`src/hdl/assert_macros.svh`:
```
// Assertion macros shared by the RTL files.
// No dependencies; included by modules that carry concurrent checks.
`ifndef ASSERT_MACROS_SVH
`define ASSERT_MACROS_SVH

// Check that prop holds at every rising edge outside reset.
`define ASSERT_CLK(label, clk, rst_n, prop, msg) \
    label: assert property (@(posedge clk) disable iff (!rst_n) prop) else $error(msg);

// Check that cond never holds at a rising edge outside reset.
`define ASSERT_NEVER(label, clk, rst_n, cond, msg) \
    label: assert property (@(posedge clk) disable iff (!rst_n) !(cond)) else $error(msg);

`endif

```
`src/hdl/ita_pkg.sv`:
```
// Types, constants and the character lookup of the integer to ASCII formatter.
// No dependencies; used by the interfaces and the top level.
package ita_pkg;

    localparam int VALUE_W         = 64;
    localparam int PAD_W           = 6;
    localparam int DEF_MAX_WIDTH   = 63;
    localparam int DEF_DIGIT_SLOTS = 20;

    localparam logic [1:0] MODE_UDEC = 2'd0;
    localparam logic [1:0] MODE_HEX  = 2'd1;
    localparam logic [1:0] MODE_SDEC = 2'd2;

    localparam logic [7:0] CHAR_MINUS = 8'h2D;
    localparam logic [7:0] CHAR_ZERO  = 8'h30;
    localparam logic [7:0] CHAR_SPACE = 8'h20;

    localparam logic [15:0][7:0] HEX_UPPER = {
        8'h46, 8'h45, 8'h44, 8'h43, 8'h42, 8'h41, 8'h39, 8'h38,
        8'h37, 8'h36, 8'h35, 8'h34, 8'h33, 8'h32, 8'h31, 8'h30
    };
    localparam logic [15:0][7:0] HEX_LOWER = {
        8'h66, 8'h65, 8'h64, 8'h63, 8'h62, 8'h61, 8'h39, 8'h38,
        8'h37, 8'h36, 8'h35, 8'h34, 8'h33, 8'h32, 8'h31, 8'h30
    };

    typedef struct packed {
        logic [VALUE_W-1:0] value;
        logic [1:0]         mode;
        logic               upper_case;
        logic [PAD_W-1:0]   pad_width;
        logic               zero_fill;
    } t_in_word;

    typedef struct packed {
        logic [7:0] out_char;
        logic       last_char;
    } t_out_word;

    function automatic logic [7:0] f_digit_char(input logic [3:0] digit, input logic upper);
        f_digit_char = upper ? HEX_UPPER[digit] : HEX_LOWER[digit];
    endfunction

endpackage

```
`src/hdl/ita_if.sv`:
```
// Handshake channels of the integer to ASCII formatter: request in, character out.
// Depends on ita_pkg for the word types.
interface ita_in_if;
    logic              valid;
    logic              ready;
    ita_pkg::t_in_word data;

    modport source(output valid, output data, input ready);
    modport sink(input valid, input data, output ready);
endinterface

interface ita_out_if;
    logic               valid;
    logic               ready;
    ita_pkg::t_out_word data;

    modport source(output valid, output data, input ready);
    modport sink(input valid, input data, output ready);
endinterface

```
`src/hdl/integer_to_ascii_formatter.sv`:
```
// Integer to ASCII formatter: a 64-bit value in, its decimal or hex characters out.
// Depends on ita_pkg, ita_if.sv and assert_macros.svh.
//
// Takes one request word (value, mode, case, minimum width, fill) and returns the
// characters of the number most significant first, last one flagged: a minus sign
// for negative signed values, then fill characters up to the minimum width in the
// unsigned modes, then the digits. Decimal conversion runs bit-serially through a
// BCD shift register, one value bit per cycle; hex loads its nibbles directly.
// Leading zero digits then shift out one digit per cycle, and each character goes
// out through the output register. A new request is taken once the last character
// of the previous one sits in the output register.
module integer_to_ascii_formatter #(
    parameter int MAX_WIDTH   = ita_pkg::DEF_MAX_WIDTH,
    parameter int DIGIT_SLOTS = ita_pkg::DEF_DIGIT_SLOTS
) (
    input  logic        i_clk,
    input  logic        i_rst_n,
    ita_in_if.sink      i_in,
    ita_out_if.source   o_out
);
    import ita_pkg::*;

    localparam int DIG_W = DIGIT_SLOTS * 4;
    localparam int CNT_W = $clog2(DIGIT_SLOTS + 1);
    localparam int BIT_W = $clog2(VALUE_W);
    localparam int CMP_W = (CNT_W > PAD_W) ? CNT_W : PAD_W;

    localparam logic [1:0] ST_IDLE = 2'd0;
    localparam logic [1:0] ST_CONV = 2'd1;
    localparam logic [1:0] ST_NORM = 2'd2;
    localparam logic [1:0] ST_EMIT = 2'd3;

    logic [1:0]         r_state;
    logic [VALUE_W-1:0] r_bin;
    logic [DIG_W-1:0]   r_dig;
    logic [DIG_W-1:0]   n_dig_dd;
    logic [CNT_W-1:0]   r_cnt;
    logic [BIT_W-1:0]   r_bitcnt;
    logic [PAD_W-1:0]   r_width;
    logic [PAD_W-1:0]   r_pad;
    logic               r_neg;
    logic               r_signed;
    logic               r_zfill;
    logic               r_upper;
    logic               r_ovalid;
    t_out_word          r_oword;

    logic               in_fire;
    logic               slot_free;
    logic               is_hex;
    logic               is_sdec;
    logic               neg_in;
    logic [VALUE_W-1:0] mag_in;
    logic [PAD_W-1:0]   width_clip;
    logic [3:0]         top_digit;

    assign in_fire    = i_in.valid && i_in.ready;
    assign slot_free  = !r_ovalid || o_out.ready;
    assign is_hex     = (i_in.data.mode == MODE_HEX);
    assign is_sdec    = (i_in.data.mode == MODE_SDEC);
    assign neg_in     = is_sdec && i_in.data.value[VALUE_W-1];
    assign mag_in     = neg_in ? (VALUE_W'(0) - i_in.data.value) : i_in.data.value;
    assign width_clip = (i_in.data.pad_width > PAD_W'(MAX_WIDTH)) ? PAD_W'(MAX_WIDTH)
                                                                   : i_in.data.pad_width;
    assign top_digit  = r_dig[DIG_W-1 -: 4];

    assign i_in.ready  = (r_state == ST_IDLE);
    assign o_out.valid = r_ovalid;
    assign o_out.data  = r_oword;

    // add 3 to every BCD digit of 5 or more, then shift in the next value bit
    always_comb begin
        logic [DIG_W-1:0] adj;
        adj = r_dig;
        for (int i = 0; i < DIGIT_SLOTS; i++) begin
            if (r_dig[i*4 +: 4] >= 4'd5) begin
                adj[i*4 +: 4] = r_dig[i*4 +: 4] + 4'd3;
            end
        end
        n_dig_dd = {adj[DIG_W-2:0], r_bin[VALUE_W-1]};
    end

    always_ff @(posedge i_clk) begin
        if (!i_rst_n) begin
            r_state  <= ST_IDLE;
            r_ovalid <= 1'b0;
            r_cnt    <= '0;
            r_pad    <= '0;
            r_bitcnt <= '0;
            r_neg    <= 1'b0;
        end else begin
            // hold while stalled, load in emit, drop once taken
            r_ovalid <= (r_state == ST_EMIT) || !slot_free;
            unique case (r_state)
                ST_IDLE: begin
                    if (in_fire) begin
                        r_neg    <= neg_in;
                        r_signed <= is_sdec;
                        r_zfill  <= i_in.data.zero_fill;
                        r_upper  <= i_in.data.upper_case;
                        r_width  <= width_clip;
                        r_cnt    <= CNT_W'(DIGIT_SLOTS);
                        r_bitcnt <= '0;
                        r_bin    <= mag_in;
                        if (is_hex) begin
                            r_dig   <= DIG_W'(mag_in);
                            r_state <= ST_NORM;
                        end else begin
                            r_dig   <= '0;
                            r_state <= ST_CONV;
                        end
                    end
                end
                ST_CONV: begin
                    r_dig    <= n_dig_dd;
                    r_bin    <= {r_bin[VALUE_W-2:0], 1'b0};
                    r_bitcnt <= r_bitcnt + BIT_W'(1);
                    if (r_bitcnt == BIT_W'(VALUE_W - 1)) begin
                        r_state <= ST_NORM;
                    end
                end
                ST_NORM: begin
                    // drop leading zero digits, keep at least one
                    if (top_digit == 4'd0 && r_cnt > CNT_W'(1)) begin
                        r_dig <= {r_dig[DIG_W-5:0], 4'd0};
                        r_cnt <= r_cnt - CNT_W'(1);
                    end else begin
                        if (!r_signed && CMP_W'(r_width) > CMP_W'(r_cnt)) begin
                            r_pad <= PAD_W'(CMP_W'(r_width) - CMP_W'(r_cnt));
                        end else begin
                            r_pad <= '0;
                        end
                        r_state <= ST_EMIT;
                    end
                end
                ST_EMIT: begin
                    if (slot_free) begin
                        priority if (r_neg) begin
                            r_oword.out_char  <= CHAR_MINUS;
                            r_oword.last_char <= 1'b0;
                            r_neg             <= 1'b0;
                        end else if (r_pad != '0) begin
                            r_oword.out_char  <= r_zfill ? CHAR_ZERO : CHAR_SPACE;
                            r_oword.last_char <= 1'b0;
                            r_pad             <= r_pad - PAD_W'(1);
                        end else begin
                            r_oword.out_char  <= f_digit_char(top_digit, r_upper);
                            r_oword.last_char <= (r_cnt == CNT_W'(1));
                            r_dig             <= {r_dig[DIG_W-5:0], 4'd0};
                            r_cnt             <= r_cnt - CNT_W'(1);
                            if (r_cnt == CNT_W'(1)) begin
                                r_state <= ST_IDLE;
                            end
                        end
                    end
                end
                default: r_state <= ST_IDLE;
            endcase
        end
    end

`include "assert_macros.svh"

    `ASSERT_NEVER(a_emit_has_digits, i_clk, i_rst_n,
        (r_state == ST_EMIT) && (r_cnt == '0), "emit phase entered with no digits")
    `ASSERT_CLK(a_signed_no_pad, i_clk, i_rst_n,
        (r_state == ST_EMIT) && r_signed |-> (r_pad == '0),
        "padding pending on a signed request")
    `ASSERT_CLK(a_accept_starts, i_clk, i_rst_n,
        in_fire |=> (r_state == ST_CONV) || (r_state == ST_NORM),
        "accepted request did not start conversion")
    `ASSERT_CLK(a_last_ends_item, i_clk, i_rst_n,
        (r_state == ST_EMIT) && slot_free && !r_neg && (r_pad == '0) &&
        (r_cnt == CNT_W'(1)) |=> (r_state == ST_IDLE) && r_oword.last_char,
        "final digit did not close the request")

endmodule
```
`src/flat_wrapper.sv`:
```
// flat-port wrapper written by rule: the top's interface ports become plain ports
module integer_to_ascii_formatter_flat import ita_pkg::*;
#(
    parameter int MAX_WIDTH   = ita_pkg::DEF_MAX_WIDTH,
    parameter int DIGIT_SLOTS = ita_pkg::DEF_DIGIT_SLOTS
)
  (i_clk, i_rst_n, i_in_valid, i_in_data, i_in_ready, o_out_valid, o_out_data, o_out_ready);
  ita_in_if i_in_i ();
  ita_out_if o_out_i ();
  input  logic i_clk;
  input  logic i_rst_n;
  input wire logic [$bits(i_in_i.valid)-1:0] i_in_valid;
  input wire logic [$bits(i_in_i.data)-1:0] i_in_data;
  output wire logic [$bits(i_in_i.ready)-1:0] i_in_ready;
  output wire logic [$bits(o_out_i.valid)-1:0] o_out_valid;
  output wire logic [$bits(o_out_i.data)-1:0] o_out_data;
  input wire logic [$bits(o_out_i.ready)-1:0] o_out_ready;
  assign i_in_i.valid = i_in_valid;
  assign i_in_i.data = i_in_data;
  assign i_in_ready = i_in_i.ready;
  assign o_out_valid = o_out_i.valid;
  assign o_out_data = o_out_i.data;
  assign o_out_i.ready = o_out_ready;
  integer_to_ascii_formatter #(.MAX_WIDTH(MAX_WIDTH), .DIGIT_SLOTS(DIGIT_SLOTS)) u_core (.i_clk(i_clk), .i_rst_n(i_rst_n), .i_in(i_in_i), .o_out(o_out_i));
endmodule
```
`config.mk`:
```
export PLATFORM = sky130hd
export DESIGN_NAME = integer_to_ascii_formatter_flat
export DESIGN_NICKNAME = d
export VERILOG_FILES = /design/src/hdl/ita_pkg.sv /design/src/hdl/ita_if.sv /design/src/hdl/integer_to_ascii_formatter.sv /design/src/flat_wrapper.sv
export VERILOG_INCLUDE_DIRS = /design/src /design/src/hdl
export SDC_FILE = /design/constraint.sdc
export NUM_CORES = 1
export LEC_CHECK = 0
export ABC_AREA = 1
export BUFFER_PORTS_ARGS = -buffer_cell sky130_fd_sc_hd__buf_2
export CORE_MARGIN = 10
export CORE_UTILIZATION = 65
export CTS_CLUSTER_DIAMETER = 30
export DETAILED_ROUTE_END_ITERATION = 7
export GPL_ROUTABILITY_DRIVEN = 0
export PLACE_DENSITY_LB_ADDON = 0.2
export SYNTH_ARGS = -nofsm -noshare
export SYNTH_HDL_FRONTEND = slang
export SYNTH_SLANG_ARGS = --single-unit
```
`constraint.sdc`:
```
create_clock -name i_clk -period 8.5 [get_ports i_clk]
set_input_delay 2.55 -clock i_clk [delete_from_list [all_inputs] [get_ports i_clk]]
set_output_delay 2.55 -clock i_clk [all_outputs]
set_load 0.05 [all_outputs]
```
==> results.json <==
{
  "run_status": "finished clean",
  "post-route-drc-count": 0,
  "area_share_of_and_or_nand_nor_cells_after_synthesis_pct": 31.15,
  "layout_worst_path_cycle_share_pct": 64.80,
  "post-route-min-period_ps": 5508,
  "preCtsSetupSlack_ps": 2741,
  "power_density_mw_per_mm2": 289.8,
  "ys_types": 52,
  "antenna_found_initial": 0,
  "synth-warning-count": 0,
  "synth_top_family_by_area": "simple AND/OR/NAND/NOR gates",
  "viasPerCell": 5.960,
  "dpl.hpwl_um": 27390,
  "cts_tree": "built",
  "timing_max_transition_violations_final": 0,
  "synthCells": 1788,
  "wire_per_inst_um": 17.64,
  "synthArstFlopShare_pct": 0,
  "timing.critical_path.required_ps": 8700,
  "antenna-diode-count": 0,
  "clock_sinks": 188,
  "grt_util_all_layers_pct": 27.81,
  "layout_setup_ws_ps": 2992,
  "finClkSkew_ps": 12.18,
  "synth_fp_nets": 1923,
  "global_route.overflow_total": 0,
  "postCtsSetupBuffers": 0,
  "die_w_um": 163.1,
  "global_route_wire_length_before_repair_um": 60090,
  "vias_in_the_first_global_route": 12000,
  "io_buffers": 87,
  "die_h_um": 163.1,
  "crit_fanout": 63,
  "reg2reg_setup_slack_ps": 4690,
  "max_slew_margin_pct": 18.65,
  "floorplan.core_area_mm2": 0.02017,
  "cts_hold_buf": 0,
  "root_buffer": "sky130_fd_sc_hd__clkbuf_16",
  "power.ir.vdd_worst_uv": 164.3,
  "synth-compound-area-share_pct": 11.66,
  "dpl_cell_area_mm2": 0.01390,
  "fin_tns_setup_ps": 0,
  "synth-seq-cells": 188,
  "fin_nets": 1980,
  "synth-xor-area-share_pct": 3.026,
  "i_o_pin_count": 89,
  "num_rows": 52,
  "synth_adder_area_share_pct": 5.414,
  "ant_nets": 0,
  "max_slew.worst_pin.slew_ps": 1217,
  "cts-buffers-inserted": 17,
  "yosysSeqAreaShare_pct": 40.38,
  "grt_setup_unrepaired": "false",
  "setup_viol": 0,
  "drt_pass1_iterations": 6,
  "drt_wl_total_um": 37540,
  "synth.avg_cell_area_um2": 7.446,
  "cts-resized-gates": 0,
  "dieArea_mm2": 0.02660,
  "final_layout_size_suffix_gt1_share_pct": 10.71,
  "final_design_area_no_fill_mm2": 0.01448,
  "cellLeakagePower_nw": 6.317,
  "detailroute.via_count": 12680,
  "post_synth_instance_area_mm2": 0.01331,
  "initial_utilization_pct": 66.00,
  "timing.critical_path.to_type": "flip-flop",
  "cts.clk_slew.worst_paths_ps": 70,
  "synth-edff-count": 161,
  "cts-root-to-sink-buffers": 2,
  "min_path_type": "flip-flop to flip-flop",
  "worst_setup_path_start_kind": "input pin",
  "critical_path_data_arrival_time_ps": 5710,
  "drt_first_iter_violations": 1582,
  "timing.final.hold_violations": 0,
  "cts_max_level": 4,
  "max_cap_viols": 0,
  "crit_type": "input pin to flip-flop",
  "synth.area.mux_share_pct": 0,
  "pin_count_of_the_biggest_net_entering_global_routing": 76,
  "synth_flop_cell": "sky130_fd_sc_hd__edfxtp_1",
  "fmax_mhz": 181.6,
  "fill_cells": 1592,
  "area_growth_syn_to_layout_pct": 8.769,
  "insertion_delay_ps": 450
}
==> stage by stage <==
| stage | instances | hold slack, ps | util [%] | total power (W) |
|---|---|---|---|---|
| after global routing | 2128 | 521.3 | 71.79 | 0.004479 |
| final | 2128 | 485.1 | 71.79 | 0.004196 |
| after floorplan | 1788 | 451.7 | - | 0.002888 |
| after detailed placement | 2096 | 475.4 | 68.91 | 0.003350 |
| after global placement | 2096 | 467.6 | 68.91 | 0.003264 |
| after CTS | 2128 | 485.5 | 71.79 | 0.004165 |
==> Yosys cell counts, types with 4 or more instances <==
library cell	instances	area, um^2
sky130_fd_sc_hd__xnor2_1	14	122.6
sky130_fd_sc_hd__nand2_1	531	1993
sky130_fd_sc_hd__or2_2	9	56.30
sky130_fd_sc_hd__clkbuf_1	26	97.59
sky130_fd_sc_hd__inv_2	14	52.55
sky130_fd_sc_hd__ha_1	56	700.7
sky130_fd_sc_hd__o21ai_0	90	450.4
sky130_fd_sc_hd__a21oi_1	50	250.2
sky130_fd_sc_hd__nor3_1	10	50.05
sky130_fd_sc_hd__xor2_1	32	280.3
sky130_fd_sc_hd__nor2_4	9	101.4
sky130_fd_sc_hd__nor2_1	183	686.9
sky130_fd_sc_hd__buf_2	18	90.09
sky130_fd_sc_hd__o22ai_1	12	75.07
sky130_fd_sc_hd__inv_1	210	788.3
sky130_fd_sc_hd__nor2_2	13	81.33
sky130_fd_sc_hd__a211oi_1	4	30.03
sky130_fd_sc_hd__dfxtp_1	27	540.5
sky130_fd_sc_hd__buf_1	8	30.03
sky130_fd_sc_hd__o211ai_1	28	210.2
sky130_fd_sc_hd__a32oi_1	11	96.34
sky130_fd_sc_hd__a31oi_1	4	25.02
sky130_fd_sc_hd__o21bai_1	5	37.54
sky130_fd_sc_hd__a32o_1	6	60.06
sky130_fd_sc_hd__edfxtp_1	161	4835
sky130_fd_sc_hd__nand3_1	169	845.8
sky130_fd_sc_hd__nand4_1	12	75.07
sky130_fd_sc_hd__nand2_2	10	62.56
sky130_fd_sc_hd__o221ai_1	13	113.9
sky130_fd_sc_hd__nand3_2	4	40.04
sky130_fd_sc_hd__o21ai_1	9	45.04
==> flip-flops by register name (all words and copies together), names as in the netlist, named ones only <==
| signal | cells |
|---|---|
| u_core.r_dig | 80 |
| u_core.r_zfill | 1 |
| u_core.r_upper | 1 |
| u_core.r_cnt | 5 |
| u_core.r_signed | 1 |
| u_core.r_neg | 1 |
| u_core.r_bitcnt | 6 |
| u_core.r_pad | 6 |
| u_core.r_width | 6 |
| u_core.o_out.valid | 1 |
| u_core.o_out.data | 8 |
| u_core.r_bin | 64 |
| u_core.r_state | 2 |
==> layout make-up <==
class | count | area, um^2 | share of cell area (%)
Inverter | 226 | 848.3 | 5.858
Clock inverter | 15 | 156.4 | 1.080
Clock buffer | 17 | 425.4 | 2.938
Tap cell | 270 | 337.8 | 2.333
Multi-Input combinational cell | 1317 | 6842 | 47.25
Timing Repair Buffer | 95 | 495.5 | 3.422
Sequential cell | 188 | 5375 | 37.12
==> layout by cell type (no fill, tap or decap), types with 10 or more instances in the layout <==
master	n
sky130_fd_sc_hd__nor2_1	182
sky130_fd_sc_hd__nand4_1	12
sky130_fd_sc_hd__nor2_2	12
sky130_fd_sc_hd__nand2_1	531
sky130_fd_sc_hd__a21oi_1	50
sky130_fd_sc_hd__a32oi_1	11
sky130_fd_sc_hd__nand2_2	10
sky130_fd_sc_hd__o221ai_1	13
sky130_fd_sc_hd__nor3_1	10
sky130_fd_sc_hd__buf_2	87
sky130_fd_sc_hd__xor2_1	32
sky130_fd_sc_hd__ha_1	55
sky130_fd_sc_hd__clkbuf_16	17
sky130_fd_sc_hd__o211ai_1	28
sky130_fd_sc_hd__inv_2	14
sky130_fd_sc_hd__xnor2_1	14
sky130_fd_sc_hd__dfxtp_1	27
sky130_fd_sc_hd__nor2_4	11
sky130_fd_sc_hd__inv_1	210
sky130_fd_sc_hd__edfxtp_1	161
sky130_fd_sc_hd__o21ai_0	90
sky130_fd_sc_hd__nand3_1	169
sky130_fd_sc_hd__o22ai_1	12
==> cells by family after synthesis <==
kind of cell,after synthesis
flops,188
xor+xnor,46
other cells,1
fa+ha+maj,57
simple gates,965
buf+inv,283
compound gates,248
==> worst max-delay path, stage by stage <==
cell	delay, ps
sky130_fd_sc_hd__buf_2	90
sky130_fd_sc_hd__inv_1	160
sky130_fd_sc_hd__nor2_2	150
sky130_fd_sc_hd__nand2_1	720
sky130_fd_sc_hd__inv_2	1180
sky130_fd_sc_hd__o21ai_0	390
sky130_fd_sc_hd__nand4_1	200
sky130_fd_sc_hd__nand2_1	90
sky130_fd_sc_hd__nand2_1	70
sky130_fd_sc_hd__nand2_1	60
==> power by group <==
part	switching, W	leakage (nW)	internal [W]	total [W]
registers	0.000160	1.76	0.00140	0.00156
logic	0.00127	4.28	0.000562	0.00183
clock network	0.000392	0.280	0.000415	0.000808
total	0.00182	6.32	0.00237	0.00420
==> metal layers <==
metal	vias up	global-route usage [%]	share of wire, %
met3	109	5.990	11
met4	0	9.795	3.3
met2	734	44.47	46
met1	5814	36.60	40
met5	-	0	0
li1	6025	-	-
==> worst paths after layout <==
path / startpoint / cells after the start / endpoint
setup / recovery: i_in_data[9] / 10 / u_core.r_bin[53]$_DFFE_PP_
hold / removal: u_core.r_bitcnt[1]$_SDFFE_PN0P_ / 2 / u_core.r_bitcnt[1]$_SDFFE_PN0P_
hold reg to reg: u_core.r_bitcnt[1]$_SDFFE_PN0P_ / 2 / u_core.r_bitcnt[1]$_SDFFE_PN0P_
setup reg to reg: u_core.r_state[1]$_SDFFE_PN0P_ / 17 / flip-flop
No activity file was read; power rests on OpenSTA's default activity.
